===== config.mk =====
export PLATFORM = sky130hd
export DESIGN_NAME = hcp_queue
export DESIGN_NICKNAME = d
export VERILOG_FILES = /design/src/hw/rtl/hcp_pkg.sv /design/src/hw/rtl/hcp_queue.sv
export SDC_FILE = /design/constraint.sdc
export NUM_CORES = 1
export LEC_CHECK = 0
export BUFFER_PORTS_ARGS = -buffer_cell sky130_fd_sc_hd__buf_2
export CAP_MARGIN = 40
export CORE_MARGIN = 2
export CORE_UTILIZATION = 46
export DETAILED_ROUTE_END_ITERATION = 16
export PLACE_DENSITY = 0.72
export SYNTH_ARGS = -nofsm -noshare
export SYNTH_HDL_FRONTEND = slang
export SYNTH_SLANG_ARGS = --single-unit

===== constraint.sdc =====
create_clock -name i_clk -period 4 [get_ports i_clk]
set_clock_uncertainty 0.05 [all_clocks]
set_input_delay 0.2 -clock i_clk [delete_from_list [all_inputs] [get_ports i_clk]]
set_output_delay 0.2 -clock i_clk [all_outputs]
set_load 0.01 [all_outputs]

===== src/hw/rtl/hcp_pkg.sv =====
// shared constants and types of the huffman code packer
`default_nettype none
package hcp_pkg;

    localparam int SYM_W        = 8;
    localparam int WORD_W       = 32;
    localparam int LEN_W        = 6;
    localparam int CMD_W        = 2;
    localparam int BYTE_W       = 8;
    localparam int TOTAL_W      = 32;
    localparam int WIDE_W       = 64;
    localparam int Q_DEPTH      = 4;
    localparam int Q_AW         = $clog2(Q_DEPTH);
    localparam int Q_CW         = $clog2(Q_DEPTH + 1);
    localparam int S_TDATA_W    = 48;
    localparam int M_TDATA_W    = 40;

    localparam int MAX_CODE_LEN_DEF = 32;
    localparam int SYMBOL_COUNT_DEF = 256;

    localparam logic [CMD_W-1:0] CMD_LOAD   = 2'd0;
    localparam logic [CMD_W-1:0] CMD_ENCODE = 2'd1;
    localparam logic [CMD_W-1:0] CMD_FLUSH  = 2'd2;

    typedef struct packed {
        logic              flush;
        logic [WORD_W-1:0] word;
        logic [LEN_W-1:0]  len;
    } t_op;

endpackage
`default_nettype wire


===== src/hw/rtl/hcp_queue.sv =====
// short op queue between front end and bit packer
`default_nettype none
module hcp_queue (
    input  wire logic                     i_clk,
    input  wire logic                     i_rst_n,
    input  wire logic                     i_push,
    input  wire hcp_pkg::t_op             i_op,
    input  wire logic                     i_pop,
    output logic                          o_valid,
    output hcp_pkg::t_op                  o_op,
    output logic [hcp_pkg::Q_CW-1:0]      o_count
);

    hcp_pkg::t_op                r_mem [hcp_pkg::Q_DEPTH];
    logic [hcp_pkg::Q_AW-1:0]    r_wr;
    logic [hcp_pkg::Q_AW-1:0]    r_rd;
    logic [hcp_pkg::Q_CW-1:0]    r_count;
    logic                        do_pop;

    assign do_pop  = i_pop && (r_count != '0);
    assign o_valid = (r_count != '0);
    assign o_op    = r_mem[r_rd];
    assign o_count = r_count;

    always_ff @(posedge i_clk) begin
        if (i_push) begin
            r_mem[r_wr] <= i_op;
        end
    end

    always_ff @(posedge i_clk) begin
        if (!i_rst_n) begin
            r_wr    <= '0;
            r_rd    <= '0;
            r_count <= '0;
        end else begin
            if (i_push) begin
                r_wr <= r_wr + 1'b1;
            end
            if (do_pop) begin
                r_rd <= r_rd + 1'b1;
            end
            r_count <= r_count + hcp_pkg::Q_CW'(i_push) - hcp_pkg::Q_CW'(do_pop);
        end
    end

endmodule
`default_nettype wire


After elaboration in Yosys (flattened, before gate mapping)
Memories as Yosys holds them, arrays and structs flattened. A register that Yosys moved wholly into a read port is not among the register bits. Index checks and enable logic that the tools add are counted.

Logic and storage cells: 14. Bits in read-only memories: 0. Bits of input ports: 43. Memories kept: 1. Register bits after elaboration: 7. Bits in latches: 0. Output and inout port bits: 43. Memory bits (writable): 156.

Memory list: r_mem (depth 4, bits a word 39, rd ports 1, clocked after Yosys merged registers in 1, wr ports 1, line hcp_queue.sv:14) `hcp_pkg::t_op r_mem [hcp_pkg::Q_DEPTH];`.

Bitwise logic cells: 0. Shift-type cells: 0. Reduce and logical (&&, ||, !) cells: 2. Multiplexer cells: 4. Eq/ne operators: 0. Divide/modulo/power cells: 0. Multipliers: 0. Add/sub/neg operators: 4. Order comparisons: 0.

Operators with widths (number): $add 2x1->2 const B (2); $mux 2 (2); $add 3x1->3 (1); $reduce_bool 3->1 (1); $sub 3x1->3 (1); $mux 1 (2); $logic_and 1x1->1 (1).

Logic depth before layout (Yosys ltp)
Depth after elaboration: 4. Depth in mapped cells: 7. Mapped depth without buffers: 7.

Worst setup path before layout
No wires, ideal clock.

Path type: register to register. Start point: register r_count (netlist bit o_count[1]). End point: register r_count (netlist bit o_count[2]). Clock period less this slack: 2.026 ns. Library setup time: 0.115 ns. Cell stages (with the launch flop): 8. Setup slack: 1.974 ns. Data required time: 3.835 ns. Arrival: 1.861 ns. Buffers on the path: 0. Cells stage by stage: dfxtp_1 o31a_1 ha_1 inv_1 ha_1 fa_1 xnor3_1 and2_1.

Word-level cells in the longest chain between the ends: 3. Elaborated cells on any way between the ends: 4. Those cells by class: add/sub (2); reduce/logical (2).

RTL lines: start: declaration (line hcp_queue.sv:17) `logic [hcp_pkg::Q_CW-1:0] r_count;`; start signal: assignment (line hcp_queue.sv:43) `r_count <= r_count + hcp_pkg::Q_CW'(i_push) - hcp_pkg::Q_CW'(do_pop);`; $reduce_bool 3->1 (line hcp_queue.sv:20) `assign do_pop = i_pop && (r_count != '0);`; $logic_and 1x1->1 (line hcp_queue.sv:20); via do_pop (line hcp_queue.sv:18) `logic do_pop;`; $sub 3x1->3 (line hcp_queue.sv:43).

The timed path passes the listed nets, and every way through them passes these cells. A chain may end at the register's enable or synchronous reset.

==> qor.yml <==
outcome:
  outcome: "finished clean"
worst_setup_path:
  critPathTopFamily: "flip-flops"
  cpPeakStageDelay_ns: 0.57
  cp_num_buf_inv: 2
  startpoint_type: "flip-flop"
  worstPathRequired_ns: 3.75
  criticalPathCategory: "flip-flop to output port"
  crit_chain: "buf_12 > mux4_2 > buf_2"
  worst_setup_path_end_kind: "output port"
  critPathSlowestCell: "dfxtp_4"
  cp_max_fo: 23
  arrival_ns: 1.98
place:
  gp_congestion: 0.737
  placed_cell_area_sq_um: 6810
  io_buffers: 85
  dp_hpwl_mm: 6.17
timing:
  slew_headroom_pct: 65.8
  setup_viol: 0
  setup_tns_ns: 0
  slew_viol_final: 0
  hold_ws_ns: 0.0639
  tightest_slew_ns: 0.514
  rsz0062_at_grt: "no"
  fin_crit_sh_pct: 55.8
  layout_min_cycle_time_ns: 2.23
  fmax_ghz: 0.448
  hold_viol_final: 0
cts:
  clock_latency_ns: 0.42
  cts.path.max_buffers: 2
  cts-resized-gates: 0
  clk_pin_slew_ns: 0.06
  tritoncts: "yes"
  cts.sinks: 165
  cts_made_buffers: 17
  cts.root.buffer_cell: "clkbuf_16"
  cts_max_level: 4
finish:
  diodes: 0
  layout_common_cells: "edfxtp_1, buf_2, mux4_2, dlygate4sd3_1, clkbuf_16"
  drive_gt1_share_pct: 40.8
  area_growth_pct: 27.3
  nets: 438
  design_area_sq_um: 7750
  final_common_cell: "edfxtp_1"
detailed_routing:
  firstDrtPassIters: 6
  drc: 0
  ant_nets: 0
  initialDrtViolationCount: 207
  vias: 2868
  routed_wirelength_mm: 10.2
  wl_per_cell_um: 17.8
  via_per_inst: 4.98
floorplanning:
  die-height_um: 119
  die-area_sq_um: 14200
  core-area_sq_um: 13100
  die_w_um: 119
  initial_core_util_pct: 46.5
  io-pin-count: 86
  placementRows: 42
power:
  finalPower_mw: 4.35
  vdd_ir_drop_max_v: 0.000291
  cellPowerDensity_nw_per_um2: 562
  p_leak_nw: 2.68
yosys:
  synth_top_area_share_pct: 77.0
  yosys-top-cells-area: "edfxtp_1, mux4_2, dfxtp_1"
  syn_nets: 297
  synthesis.area_sq_um: 6090
  synth_seq_cells: 165
  synth_area_per_cell_sq_um: 24.6
  syn_inst: 247
  synth_area_leader_cell: "edfxtp_1"
  yosysWarningCount: 0
  ys_types: 20
  seq_area_frac_synth_pct: 79.9
run:
  drv_cap: 0
grt:
  grtUsageTotal_pct: 15.2
  antenna_found_initial: 0
  grt_pass1_vias: 3038
  grt_pass1_wl_mm: 15.7
  grt_max_degree: 28
  overflow: 0
hold_path:
  min_path_type: "input pin to flip-flop"
## flip-flops by register name (all words and copies together) (netlist names), named ones only
| register | flops |
|---|---|
| r_mem | 156 |
| o_count | 3 |
| r_rd | 2 |
| r_wr | 2 |
## synthesized netlist by cell type
master	n
or3_1	1
clkbuf_1	2
edfxtp_1	156
fa_1	1
dfxtp_1	9
o311ai_0	1
o31a_1	1
nand2b_1	2
buf_2	2
mux4_2	39
buf_4	2
ha_1	6
buf_6	2
xor2_1	1
mux2i_1	4
inv_1	6
nand2_1	2
xnor3_1	1
and2_1	8
nor2b_1	1
## logic make-up after synthesis
logic type	after synthesis	share of synthesized area, %
XOR/XNOR	2	0.514
buffers and inverters	14	1.27
AND/OR/NAND/NOR	14	1.36
multiplexers	43	15.1
AO/OA/AOI/OAI	2	0.288
adder cells (fa/ha/maj)	7	1.56
flip-flops	165	79.9
## metrics by stage
stage | setup WS (ns) | utilization, % | cells
after global placement | 1.99 | 51.1 | 500
after CTS | 1.68 | 59.2 | 576
after detailed placement | 1.90 | 52.0 | 506
final | 1.77 | 59.2 | 576
after floorplan | 1.97 | - | 247
after global routing | 1.63 | 59.2 | 576
## worst register-to-register path, stage by stage (launching register included)
cell and delay (ns):
dfxtp_1 0.35, o31a_1 0.37, ha_1 0.30, inv_1 0.04, ha_1 0.18, fa_1 0.37, xnor3_1 0.17, and2_1 0.16
## report_power, final
part	switching (mW)	internal [mW]	total [mW]
sequential	0.0835	2.00	2.08
combinational	0.338	0.430	0.768
clock	0.597	0.906	1.50
## timing repair
action / in CTS / in global routing
endpoints found under the hold margin: 156 / 0
buffers inserted: 0 / 0
hold buffers: 39 / 0
## area by class of cell
| type | instances | area (sq um) |
|---|---|---|
| Inverter | 6 | 22.5 |
| Multi-Input combinational cell | 68 | 1150 |
| Sequential cell | 165 | 4870 |
| Fill cell | 982 | 5340 |
| Clock buffer | 20 | 437 |
| Clock inverter | 11 | 111 |
| Tap cell | 176 | 220 |
| Timing Repair Buffer | 130 | 936 |
## final timing paths
kind / cells past startpoint / slack (ns) / to / start
worst min-delay path: 2 / 0.06 / o_count[2] / i_rst_n
worst max register to register: 7 / 1.91 / o_count[2] / o_count[1]
worst min register to register: 2 / 0.43 / flip-flop / r_rd[1]
worst max-delay path: 3 / 1.77 / o_op[31] / flip-flop
## metal layers
| layer | GRT usage [%] | part of all wire, % |
|---|---|---|
| met2 | 24.5 | 51 |
| met3 | 4.65 | 4.5 |
| met1 | 19.7 | 44 |
| met5 | 0 | 0 |
| met4 | 5.80 | 1.0 |
(Power assumes the default switching activity.)
