===== config.mk =====
export PLATFORM = sky130hd
export DESIGN_NAME = hcp_back
export DESIGN_NICKNAME = d
export VERILOG_FILES = /design/src/hw/rtl/hcp_pkg.sv /design/src/hw/rtl/hcp_back.sv
export SDC_FILE = /design/constraint.sdc
export NUM_CORES = 1
export LEC_CHECK = 0
export ABC_AREA = 1
export ABC_CLOCK_PERIOD_IN_PS = 6700
export BUFFER_PORTS_ARGS = -buffer_cell sky130_fd_sc_hd__buf_2
export CORE_MARGIN = 2
export CORE_UTILIZATION = 35
export DETAILED_ROUTE_END_ITERATION = 16
export SLEW_MARGIN = 10
export SYNTH_ARGS = -nofsm -noshare
export SYNTH_HDL_FRONTEND = slang
export SYNTH_SLANG_ARGS = --single-unit
export TNS_END_PERCENT = 1

===== constraint.sdc =====
create_clock -name i_clk -period 6.7 [get_ports i_clk]
set_input_delay 1.34 -clock i_clk [delete_from_list [all_inputs] [get_ports i_clk]]
set_output_delay 1.34 -clock i_clk [all_outputs]
set_load 0.03 [all_outputs]

===== src/hw/rtl/hcp_pkg.sv =====
// shared constants and types of the huffman code packer
`default_nettype none
package hcp_pkg;

    localparam int SYM_W        = 8;
    localparam int WORD_W       = 32;
    localparam int LEN_W        = 6;
    localparam int CMD_W        = 2;
    localparam int BYTE_W       = 8;
    localparam int TOTAL_W      = 32;
    localparam int WIDE_W       = 64;
    localparam int Q_DEPTH      = 4;
    localparam int Q_AW         = $clog2(Q_DEPTH);
    localparam int Q_CW         = $clog2(Q_DEPTH + 1);
    localparam int S_TDATA_W    = 48;
    localparam int M_TDATA_W    = 40;

    localparam int MAX_CODE_LEN_DEF = 32;
    localparam int SYMBOL_COUNT_DEF = 256;

    localparam logic [CMD_W-1:0] CMD_LOAD   = 2'd0;
    localparam logic [CMD_W-1:0] CMD_ENCODE = 2'd1;
    localparam logic [CMD_W-1:0] CMD_FLUSH  = 2'd2;

    typedef struct packed {
        logic              flush;
        logic [WORD_W-1:0] word;
        logic [LEN_W-1:0]  len;
    } t_op;

endpackage
`default_nettype wire


===== src/hw/rtl/hcp_back.sv =====
// back end: appends code bits to the bit buffer and emits bytes msb first; a flush emits the zero-padded last byte
`default_nettype none
module hcp_back #(
    parameter int MAX_CODE_LEN = hcp_pkg::MAX_CODE_LEN_DEF
) (
    input  wire logic                         i_clk,
    input  wire logic                         i_rst_n,
    input  wire logic                         i_q_valid,
    input  wire hcp_pkg::t_op                 i_q_op,
    output logic                              o_pop,
    output logic                              o_valid,
    input  wire logic                         i_ready,
    output logic [hcp_pkg::BYTE_W-1:0]        o_byte,
    output logic                              o_last,
    output logic [hcp_pkg::TOTAL_W-1:0]       o_total
);

    localparam int BUF_W = MAX_CODE_LEN + hcp_pkg::BYTE_W - 1;
    localparam int CW    = $clog2(BUF_W + 1);

    typedef enum logic [2:0] {
        ST_IDLE  = 3'b001,
        ST_EMIT  = 3'b010,
        ST_FLUSH = 3'b100
    } t_state;

    t_state                      r_state, n_state;
    logic [BUF_W-1:0]            r_buf, n_buf;
    logic [CW-1:0]               r_cnt, n_cnt;
    logic [hcp_pkg::TOTAL_W-1:0] r_total, n_total;
    logic                        r_out_valid, n_out_valid;
    logic [hcp_pkg::BYTE_W-1:0]  r_out_byte, n_out_byte;
    logic                        r_out_last, n_out_last;
    logic [hcp_pkg::TOTAL_W-1:0] r_out_total, n_out_total;

    logic                        out_free;
    logic [CW-1:0]               clen;
    logic [CW-1:0]               sh;
    logic [hcp_pkg::WIDE_W-1:0]  wide;
    logic [CW-1:0]               rem;

    assign out_free = !r_out_valid || i_ready;
    assign clen     = CW'(i_q_op.len);
    assign sh       = CW'(BUF_W) - r_cnt - clen;
    assign wide     = hcp_pkg::WIDE_W'(i_q_op.word) << sh;
    assign rem      = r_cnt - CW'(hcp_pkg::BYTE_W);

    always_comb begin
        n_state     = r_state;
        n_buf       = r_buf;
        n_cnt       = r_cnt;
        n_total     = r_total;
        n_out_valid = r_out_valid;
        n_out_byte  = r_out_byte;
        n_out_last  = r_out_last;
        n_out_total = r_out_total;
        o_pop       = 1'b0;
        if (r_out_valid && i_ready) begin
            n_out_valid = 1'b0;
        end
        case (r_state)
            ST_IDLE: begin
                if (i_q_valid) begin
                    o_pop = 1'b1;
                    if (i_q_op.flush) begin
                        if (r_cnt != '0) begin
                            n_state = ST_FLUSH;
                        end else begin
                            n_total = '0;
                        end
                    end else begin
                        n_buf   = r_buf | wide[BUF_W-1:0];
                        n_cnt   = r_cnt + clen;
                        n_total = r_total + hcp_pkg::TOTAL_W'(i_q_op.len);
                        if (n_cnt >= CW'(hcp_pkg::BYTE_W)) begin
                            n_state = ST_EMIT;
                        end
                    end
                end
            end
            ST_EMIT: begin
                if (out_free) begin
                    n_out_valid = 1'b1;
                    n_out_byte  = r_buf[BUF_W-1 -: hcp_pkg::BYTE_W];
                    n_out_last  = rem < CW'(hcp_pkg::BYTE_W);
                    n_out_total = r_total;
                    n_buf       = r_buf << hcp_pkg::BYTE_W;
                    n_cnt       = rem;
                    if (rem < CW'(hcp_pkg::BYTE_W)) begin
                        n_state = ST_IDLE;
                    end
                end
            end
            ST_FLUSH: begin
                if (out_free) begin
                    n_out_valid = 1'b1;
                    n_out_byte  = r_buf[BUF_W-1 -: hcp_pkg::BYTE_W];
                    n_out_last  = 1'b1;
                    n_out_total = r_total;
                    n_buf       = '0;
                    n_cnt       = '0;
                    n_total     = '0;
                    n_state     = ST_IDLE;
                end
            end
            default: begin
                n_state = ST_IDLE;
            end
        endcase
    end

    always_ff @(posedge i_clk) begin
        if (!i_rst_n) begin
            r_state     <= ST_IDLE;
            r_buf       <= '0;
            r_cnt       <= '0;
            r_total     <= '0;
            r_out_valid <= 1'b0;
        end else begin
            r_state     <= n_state;
            r_buf       <= n_buf;
            r_cnt       <= n_cnt;
            r_total     <= n_total;
            r_out_valid <= n_out_valid;
        end
    end

    always_ff @(posedge i_clk) begin
        r_out_byte  <= n_out_byte;
        r_out_last  <= n_out_last;
        r_out_total <= n_out_total;
    end

    assign o_valid = r_out_valid;
    assign o_byte  = r_out_byte;
    assign o_last  = r_out_last;
    assign o_total = r_out_total;

endmodule
`default_nettype wire

After elaboration in Yosys (flattened, before gate mapping)

Index checks and enable logic that the tools add are counted.

Register bits: 122
Output and inout port bits: 43
Memories: 0
RAM bits: 0
Latch bits: 0
Logic and storage cells: 72
Bits in read-only memories: 0

Shift operators: 1
Div/mod/pow operators: 0
Add/sub/neg operators: 5
Mux-type cells: 31
Bitwise logic cells: 1
Equal/unequal tests: 11
Order comparisons: 2
Multiply operators: 0
Reductions and logical operators: 13

Operators by type and width:

| kind                                                                          | number |
|---|---|
| 39-bit 2-to-1 mux                                                             | 4 |
| 32-bit 2-to-1 mux                                                             | 4 |
| 39-bit one-hot mux with 3 select lines                                        | 1 |
| 32-bit one-hot mux with 2 select lines                                        | 1 |
| 39-bit bitwise OR                                                             | 1 |
| 32-bit by 6-bit left shift with 39-bit output                                 | 1 |
| 32-bit by 6-bit adder with 32-bit output                                      | 1 |
| 6-bit 2-to-1 mux                                                              | 4 |
| 3-bit 2-to-1 mux                                                              | 7 |
| 6-bit one-hot mux with 3 select lines                                         | 1 |
| 2-bit inequality test (second input constant)                                 | 5 |
| 3-bit inequality test (second input constant)                                 | 3 |
| 3-bit one-hot mux with 3 select lines                                         | 1 |
| 1-bit 2-to-1 mux                                                              | 7 |
| 6-bit adder                                                                   | 1 |
| 6-bit by 4-bit >= comparator with 1-bit output (second input constant)        | 1 |
| 6-bit by 4-bit less-than comparator with 1-bit output (second input constant) | 1 |
| 6-bit AND reduction                                                           | 1 |
| 6-bit nonzero test                                                            | 1 |
| 6-bit by 4-bit subtractor with 6-bit output (second input constant)           | 1 |
| 6-bit subtractor                                                              | 1 |
| 6-bit subtractor (first input constant)                                       | 1 |
| 5-bit AND reduction                                                           | 1 |
| 4-bit AND reduction                                                           | 1 |
| other kinds (12)                                                              | 13 |

Logic depth before layout (Yosys ltp)

Gate-level depths: netlist of run 1.

Depth after elaboration: 7
Mapped depth: 19
Depth with buffers taken out: 18

Worst setup path after synthesis of run 1

No wires, ideal clock.

Path type: input -> register
Start: in i_ready
End: reg r_buf[15]
Path buffers: 2
Stages: 9
Slack: 2,803 ps
Setup time: 116 ps
Data required time: 6,584 ps
Data arrival time: 3,780 ps
Cell sequence: inv_1 nand2_1 inv_1 nor2_1 nor2_2 buf_4 buf_2 nand2_1 nand2_1

Cells in the longest elaborated chain, start to end: 3

Ends and longest elaborated chain:

| element                         | RTL line        | source |
|---|---|---|
| from (decl)                     | hcp_back.sv:12  | `input wire logic i_ready,` |
| 1-bit logical OR *              | hcp_back.sv:42  | `assign out_free = !r_out_valid \|\| i_ready;` |
| 2-bit inequality test (no line) | --              |  |
| 5-bit AND reduction (no line) * | --              |  |
| to (signal assigned)            | hcp_back.sv:121 | `r_buf <= n_buf;` |
| to (decl)                       | hcp_back.sv:28  | `logic [BUF_W-1:0] r_buf, n_buf;` |

Every way passes the cells marked *; elsewhere a longest branch is shown, timed or not.
A chain may end at the register's enable or synchronous reset.

Worst setup path after layout of run 1

Start: in i_q_op[2] (netlist name)
End: reg r_buf[38]

Cells in the longest elaborated chain, start to end: 6

Ends and longest elaborated chain:

| element                                       | RTL line       | source |
|---|---|---|
| from (decl)                                   | hcp_back.sv:9  | `input wire hcp_pkg::t_op i_q_op,` |
| 6-bit subtractor                              | hcp_back.sv:44 | `assign sh = CW'(BUF_W) - r_cnt - clen;` |
| 32-bit by 6-bit left shift with 39-bit output | hcp_back.sv:45 | `assign wide = hcp_pkg::WIDE_W'(i_q_op.word) << sh;` |
| 39-bit bitwise OR                             | hcp_back.sv:72 | `n_buf = r_buf \| wide[BUF_W-1:0];` |
| 39-bit 2-to-1 mux                             | hcp_back.sv:65 | `if (i_q_op.flush) begin` |
| 39-bit 2-to-1 mux                             | hcp_back.sv:63 | `if (i_q_valid) begin` |
| 39-bit one-hot mux with 3 select lines        | hcp_back.sv:61 | `case (r_state)` |

No other way between the ends. The select of a mux whose other input is x is not followed.

==> results of run 1 <==
==> logic make-up (layout without fill, tap and decap cells) <==
logic type / after synthesis / after routing / share of synthesized area (%)
AO/OA/AOI/OAI: 139 / 139 / 9.58
flip-flops: 122 / 122 / 35.2
adder cells (fa/ha/maj): 21 / 21 / 3.52
AND/OR/NAND/NOR: 768 / 768 / 42.1
XOR/XNOR: 7 / 7 / 0.756
buffers and inverters: 162 / 230 / 8.86
==> per-layer routing <==
| layer | part of all wire [%] | up-vias | global-route usage [%] |
|---|---|---|---|
| met5 | 0 | - | 0 |
| met4 | 1.4 | 0 | 5.33 |
| met3 | 4.5 | 31 | 3.18 |
| met2 | 50 | 219 | 34.5 |
| met1 | 45 | 3816 | 24.7 |
| li1 | - | 4132 | - |
==> layout make-up <==
| type | instances | area share [%] |
|---|---|---|
| Sequential cell | 122 | 31.0 |
| Clock inverter | 10 | 0.843 |
| Clock buffer | 22 | 5.40 |
| Timing Repair Buffer | 91 | 5.11 |
| Inverter | 107 | 4.36 |
| Multi-Input combinational cell | 935 | 49.4 |
| Tap cell | 285 | 3.87 |
==> synthesized netlist by cell type, types with 2 or more instances <==
| cell type | instances | area (µm²) |
|---|---|---|
| a211oi_1 | 2 | 15.0 |
| a21oi_1 | 60 | 300 |
| a21oi_2 | 6 | 52.6 |
| a22oi_1 | 2 | 15.0 |
| a31oi_1 | 2 | 12.5 |
| buf_1 | 2 | 7.51 |
| buf_2 | 27 | 135 |
| buf_4 | 6 | 45.0 |
| buf_6 | 7 | 78.8 |
| clkbuf_1 | 12 | 45.0 |
| dfxtp_1 | 81 | 1620 |
| edfxtp_1 | 41 | 1230 |
| fa_1 | 3 | 60.1 |
| ha_1 | 18 | 225 |
| inv_1 | 96 | 360 |
| inv_2 | 10 | 37.5 |
| nand2_1 | 402 | 1510 |
| nand2_4 | 5 | 56.3 |
| nand3_1 | 217 | 1090 |
| nand3_2 | 3 | 30.0 |
| nand3b_1 | 2 | 15.0 |
| nand4_1 | 17 | 106 |
| nor2_1 | 86 | 323 |
| nor2_2 | 6 | 37.5 |
| nor2_4 | 6 | 67.6 |
| nor3_1 | 14 | 70.1 |
| o211ai_1 | 4 | 30.0 |
| o21ai_0 | 46 | 230 |
| o21ai_1 | 6 | 30.0 |
| o21ai_2 | 5 | 43.8 |
| o22ai_1 | 2 | 12.5 |
| xnor2_1 | 3 | 26.3 |
| xor2_1 | 4 | 35.0 |
==> per-stage QoR <==
| step | instances | setup slack [ps] | hold WS, ps |
|---|---|---|---|
| 5_1_grt | 1572 | 2100 | 465 |
| 3_3_place_gp | 1540 | 2120 | 440 |
| 3_5_place_dp | 1540 | 2060 | 439 |
| 6_report | 1572 | 2400 | 451 |
| 4_1_cts | 1572 | 2450 | 453 |
| 2_1_floorplan | 1219 | 2800 | 409 |
==> worst max-delay path: cells and delay by family <==
kind | cells | cell delay, ps
fa+ha+maj | 2 | 660
simple gates | 7 | 1030
compound gates | 2 | 280
buf+inv | 4 | 1270
==> placed cells by master (no fill, tap or decap), types with 4 or more instances in the layout <==
master / n
nand3_1: 217
edfxtp_1: 41
nand2_4: 5
xor2_1: 4
nand4_1: 17
buf_2: 85
clkbuf_16: 19
ha_1: 18
o211ai_1: 4
nor2_1: 85
o21ai_1: 6
dfxtp_1: 81
inv_2: 10
buf_4: 6
o21ai_2: 5
a21oi_2: 6
a21oi_1: 60
nor2_2: 6
o21ai_0: 46
nor3_1: 14
nor2_4: 7
inv_1: 96
nand2_1: 402
==> report_power, final <==
part           switching (mW)  internal, mW  leakage (nW)
sequential             0.0888         0.931          1.04
combinational            2.39         0.960          2.84
clock                   0.354         0.531         0.283
total                    2.83          2.42          4.16
==> sequential cells by signal (all words and copies together), names as in the netlist <==
name,count
r_total,32
o_last,1
r_cnt,6
r_state,3
o_byte,8
o_valid,1
o_total,32
r_buf,39
==> path summary, 6_finish.rpt <==
check | end | slack [ps] | cells after the start
worst max-delay path | r_buf[38]$_SDFFE_PN0P_ | 2400 | 15
worst max register to register | r_buf[38]$_SDFFE_PN0P_ | 3060 | 14
worst min-delay path | r_buf[24]$_SDFFE_PN0P_ | 450 | 2
worst min register to register | r_buf[24]$_SDFFE_PN0P_ | 450 | 2
==> key figures, run 1 <==
Clocking
  – Num CTS Buffers: 17
  – Buffer type at the clock tree root: clkbuf_16
  – CTS tree: done
  – Max clock buf depth: 2
  – Post-CTS resize count: 0
  – Clock transition at the registers of the reported paths: 60 ps
  – # clock sinks: approximately 120
  – Skew-Pair Late Insertion Delay: 430 ps
  – Post-CTS Setup Bufs: 0
  – H-tree depth: 4
  – CTS hold repair buffers: 0

Worst setup path
  – Setup Crit Path Kind: input port to flip-flop
  – CP endpoint kind: flip-flop
  – Crit-path cells: buf_2 > inv_1 > ha_1 > nand2_1 > and2_1 > ha_1 > buf_4 > inv_1 > nand2_1 > nand3_1 > nor2_1 > a21oi_1 > nand2_1 > nand2_1 > a21oi_1
  – Element type at the critical path start: input port
  – Worst path max stage delay: between 800 and 900 ps
  – Critical path arrival: ~4600 ps
  – Cell repeated most along the worst path: nand2_1
  – Critical Path RT: around 7000 ps
  – Worst reg2reg startpoint: r_cnt[2]$_SDFFE_PN0P_
  – CP Max Fanout: 39
  – Crit. Startpoint: i_q_op[2]
  – Critical-path top delay cell: inv_1

Detailed routing
  – Vias: roughly 8.2k
  – Via density: about 5.2
  – DRC viols: 0
  – DR WL/cell: between 10 and 15 µm
  – DRT Pass-1 Iters: 6
  – Final WL: 23300 µm
  – Starting DRC count in detailed routing: between 600 and 700
  – Post-DRT Antenna Nets: 0

Finish
  – # fillers: ~2.4k
  – Final instance area: around 9200 µm²
  – Area grow syn2layout: 13.5%
  – FF/Latch Area: approximately 2900 µm²
  – Multi-input gate area: ~4500 µm²
  – Final core utilization: slightly above 40%
  – Nets: about 1.3k
  – # diodes: 0
  – Layout cells sized above 1: 13.4%

Timing
  – # setup viols final: 0
  – Worst-margin pin slew: around 1100 ps
  – Layout Skew: 14.9 ps
  – Fin crit share: approximately 64%
  – RSZ-0062 raised after global routing: no
  – Pins Over Slew Limit: 0
  – Final count of hold timing violations: 0
  – Setup TNS: 0 ps
  – Slew Limit Headroom: between 20% and 30%
  – Fmax achieved: 233 MHz
  – Crit path time final: around 4300 ps

GRT
  – Largest net degree at the start of global routing: 41
  – Global router's overall resource usage: between 15 and 20%
  – GRT Residual Overflow: 0
  – Vias in the first global route: slightly below 8k
  – Initial antenna violation count: 0
  – First-pass GRT wire length: approximately 38000 µm

Place
  – Number of port buffers: 85
  – Cell area after placement: roughly 8600 µm²
  – Detail Placement HPWL: around 17000 µm
  – GP Congestion: ~0.92

Synthesis
  – Syn Nets: 1283
  – Yosys cell types: 49
  – Ys flop type: dfxtp_1
  – Register area share after synthesis: a little over a third
  – Cell Area, Synth: 8110 µm²
  – Post-synth EDFFs: slightly above 40
  – Async set-reset flop share out of synthesis: 0%
  – Yosys reg bits: about 120
  – Yosys warning total: 0
  – Syn Inst Count: about 1.2k
  – Syn avg cell area: 6.65 µm²

Floorplan
  – Starting Density: a little over a third
  – Die Wd: approximately 160 µm
  – Core Area: 22700 µm²
  – Die Span Y: about 160 µm
  – Die area: between 20000 and 25000 µm²
  – # IOs: 86
  – Num rows: 55

Min path
  – Hold path startpoint: r_buf[24]$_SDFFE_PN0P_
  – Hold Crit Class: flip-flop to flip-flop

Job
  – Max-cap violations: 0

Power and ir drop
  – Leakage: roughly 4.2 nW
  – Pwr Density: 571 nW/µm²
  – VDD IR max: slightly above 0.3 mV
  – Overall power: about 5.3 mW

Status
  – Status: completed
Note: power is estimated with default switching activity, not from simulation.
==> inputs of run 2 (changes only) <==
--- a/config.mk
+++ b/config.mk
@@ -6,7 +6,7 @@
 export NUM_CORES = 1
 export LEC_CHECK = 0
 export ABC_AREA = 1
-export ABC_CLOCK_PERIOD_IN_PS = 6700
+export ABC_CLOCK_PERIOD_IN_PS = 3700
 export BUFFER_PORTS_ARGS = -buffer_cell sky130_fd_sc_hd__buf_2
 export CORE_MARGIN = 2
 export CORE_UTILIZATION = 35
==> constraint.sdc (replaced) <==
create_clock -name i_clk -period 3.7 [get_ports i_clk]
set_input_delay 0.74 -clock i_clk [delete_from_list [all_inputs] [get_ports i_clk]]
set_output_delay 0.74 -clock i_clk [all_outputs]
set_load 0.03 [all_outputs]
==> run 2 against run 1 <==
Effect of this change: cell area grew 1.3%; combinational power rose by 84%; non-clock buffer count is 9 higher; core utilization grew 0.51 points; die area stayed put; power grew 85%; clock power up 94%; critical endpoint is now r_buf[32]$_SDFFE_PN0P_; largest cell class unchanged.
==> key figures, run 2 (synthesized netlist as in run 1, its figures left out) <==
Status
  – Status: completed

Worst setup path
  – CP Max Fanout: 39
  – Critical Path RT: between 4000 and 5000 ps
  – CP endpoint kind: flip-flop
  – Cell repeated most along the worst path: nand2_1
  – Worst path max stage delay: approximately 440 ps
  – Bufs and invs on worst path: 5
  – Element type at the critical path start: input port
  – Critical-path top delay cell: inv_2
  – Critical path arrival: between 3000 and 4000 ps
  – Setup Crit Path Kind: input port to flip-flop
  – Crit-path cells: buf_2 > inv_1 > ha_1 > inv_1 > nand2_1 > and2_1 > ha_1 > inv_1 > nand2_1 > nand2_1 > nand2_1 > inv_2 > nand3_1 > nand2_1 > nand2_1 > nand3_1 > nand2_1 > nand2_1 > a21oi_1
  – CP top delay family: simple AND/OR/NAND/NOR gates

Timing
  – # setup viols final: 0
  – Slew Limit Headroom: between 40 and 50%
  – Worst-margin pin slew: 796 ps
  – Setup TNS: 0 ps
  – Fmax achieved: between 300 and 400 MHz
  – Layout Skew: ~8.1 ps
  – Final count of hold timing violations: 0
  – Crit path time final: around 2900 ps
  – RSZ-0062 raised after global routing: no
  – Pins Over Slew Limit: 0
  – Fin crit share: roughly 77%

Power and ir drop
  – P_sw: roughly 5.1 mW
  – VDD IR max: 0.701 mV
  – Clock Power Share: between 10% and 20%
  – Internal power: between 4 and 5 mW
  – Flop pwr share: between 10% and 20%
  – Sw Share: a little over half
  – Leakage: around 4.2 nW
  – Pwr Density: 1050 nW/µm²
  – Comb power frac: between 60 and 70%

Detailed routing
  – Vias: 8106
  – Final WL: between 20000 and 25000 µm
  – DR WL/cell: ~15 µm
  – Post-DRT Antenna Nets: 0
  – DRC viols: 0
  – Via density: 5.13
  – DRT Pass-1 Iters: 6
  – Starting DRC count in detailed routing: 588

Clocking
  – Buffer type at the clock tree root: clkbuf_16
  – H-tree depth: 4
  – CTS hold repair buffers: 0
  – Post-CTS Setup Bufs: 0
  – # clock sinks: about 120
  – Clock transition at the registers of the reported paths: about 60 ps
  – Num CTS Buffers: 17
  – Max clock buf depth: 2
  – Skew-Pair Late Insertion Delay: about 430 ps
  – Post-CTS resize count: 0
  – CTS tree: done

Finish
  – Layout cells sized above 1: between 10% and 20%
  – # diodes: 0
  – Area grow syn2layout: 14.9%
  – Final instance area: between 9000 and 10000 µm²
  – # fillers: 2397
  – Largest Register: r_buf
  – Max reg flops: 39
  – Nets: about 1.3k
  – Commonest non-fill, non-tap cell in the layout: nand2_1
  – Most frequent cells in the layout: nand2_1 (402), nand3_1 (217), inv_1 (96)

Floorplan
  – Die area: roughly 24000 µm²
  – Starting Density: 35.7%
  – # IOs: 86
  – Core Area: around 23000 µm²
  – Num rows: 55
  – Die Span Y: 156 µm
  – Die Wd: around 160 µm

GRT
  – Vias in the first global route: ~7.7k
  – Largest net degree at the start of global routing: 41
  – Global router's overall resource usage: 20.0%
  – First-pass GRT wire length: just under 40000 µm
  – Initial antenna violation count: 0
  – GRT Residual Overflow: 0

Place
  – Number of port buffers: 85
  – GP Congestion: just over 0.9
  – Cell area after placement: 8710 µm²
  – Detail Placement HPWL: between 15000 and 20000 µm

Job
  – Max-cap violations: 0

Min path
  – Hold Crit Class: flip-flop to flip-flop
-- run 2: cell count changes in the layout (fill, tap and decap cells not counted), moves of 2 or more --
cell       previous run  this run
buf_4                 6        14
bufinv_16             0         3
clkbuf_16            19        17
inv_4                 2         0
-- run 2: metal layers --
metal	vias to the layer above	part of all wire, %	track usage, %
li1	4153	-	-
met1	3733	44	24.8
met2	181	50	35.5
met3	39	4.2	3.68
met4	0	2.0	5.24
met5	-	0	0
-- run 2: area by class of cell --
type | instances | area (µm²) | share of cell area (%)
clock buffer | 19 | 443 | 4.75
inverter | 107 | 402 | 4.31
clock inverter | 13 | 166 | 1.79
multi-input combinational | 935 | 4550 | 48.8
sequential | 122 | 2850 | 30.6
tap | 285 | 357 | 3.83
timing repair buffer | 100 | 551 | 5.91
-- run 2: power by group through the flow --
stage	clock network, mW	logic, mW	registers, mW
6_report	1.72	6.17	1.85
5_1_grt	1.80	6.96	1.88
4_1_cts	1.75	6.15	1.85
3_5_place_dp	0	6.13	1.88
3_3_place_gp	0	6.12	1.87
2_1_floorplan	0	4.67	1.95
-- run 2: worst paths after layout --
kind / end / startpoint / cells after the start / slack (ps)
max: r_buf[32]$_SDFFE_PN0P_ / i_q_op[2] / 19 / 840
min: r_buf[23]$_SDFFE_PN0P_ / r_buf[23]$_SDFFE_PN0P_ / 2 / 450
max reg2reg: r_buf[32]$_SDFFE_PN0P_ / r_cnt[2]$_SDFFE_PN0P_ / 17 / 900
min reg2reg: r_buf[23]$_SDFFE_PN0P_ / r_buf[23]$_SDFFE_PN0P_ / 2 / 450
-- run 2: through the flow --
stage	hold WS (ps)	setup slack, ps	cells	utilization, %	power, mW
finish	451	844	1581	41.0	9.74
global route	470	530	1581	41.0	10.6
CTS	454	872	1581	41.0	9.75
detailed placement	440	426	1549	38.3	8.01
global placement	438	467	1549	38.3	7.99
floorplan	409	403	1219	-	6.62
-- run 2: worst min-delay path, stage by stage (launching register included) --
cell and delay, ps:
dfxtp_1 310, nand2_1 60, nand2_1 40
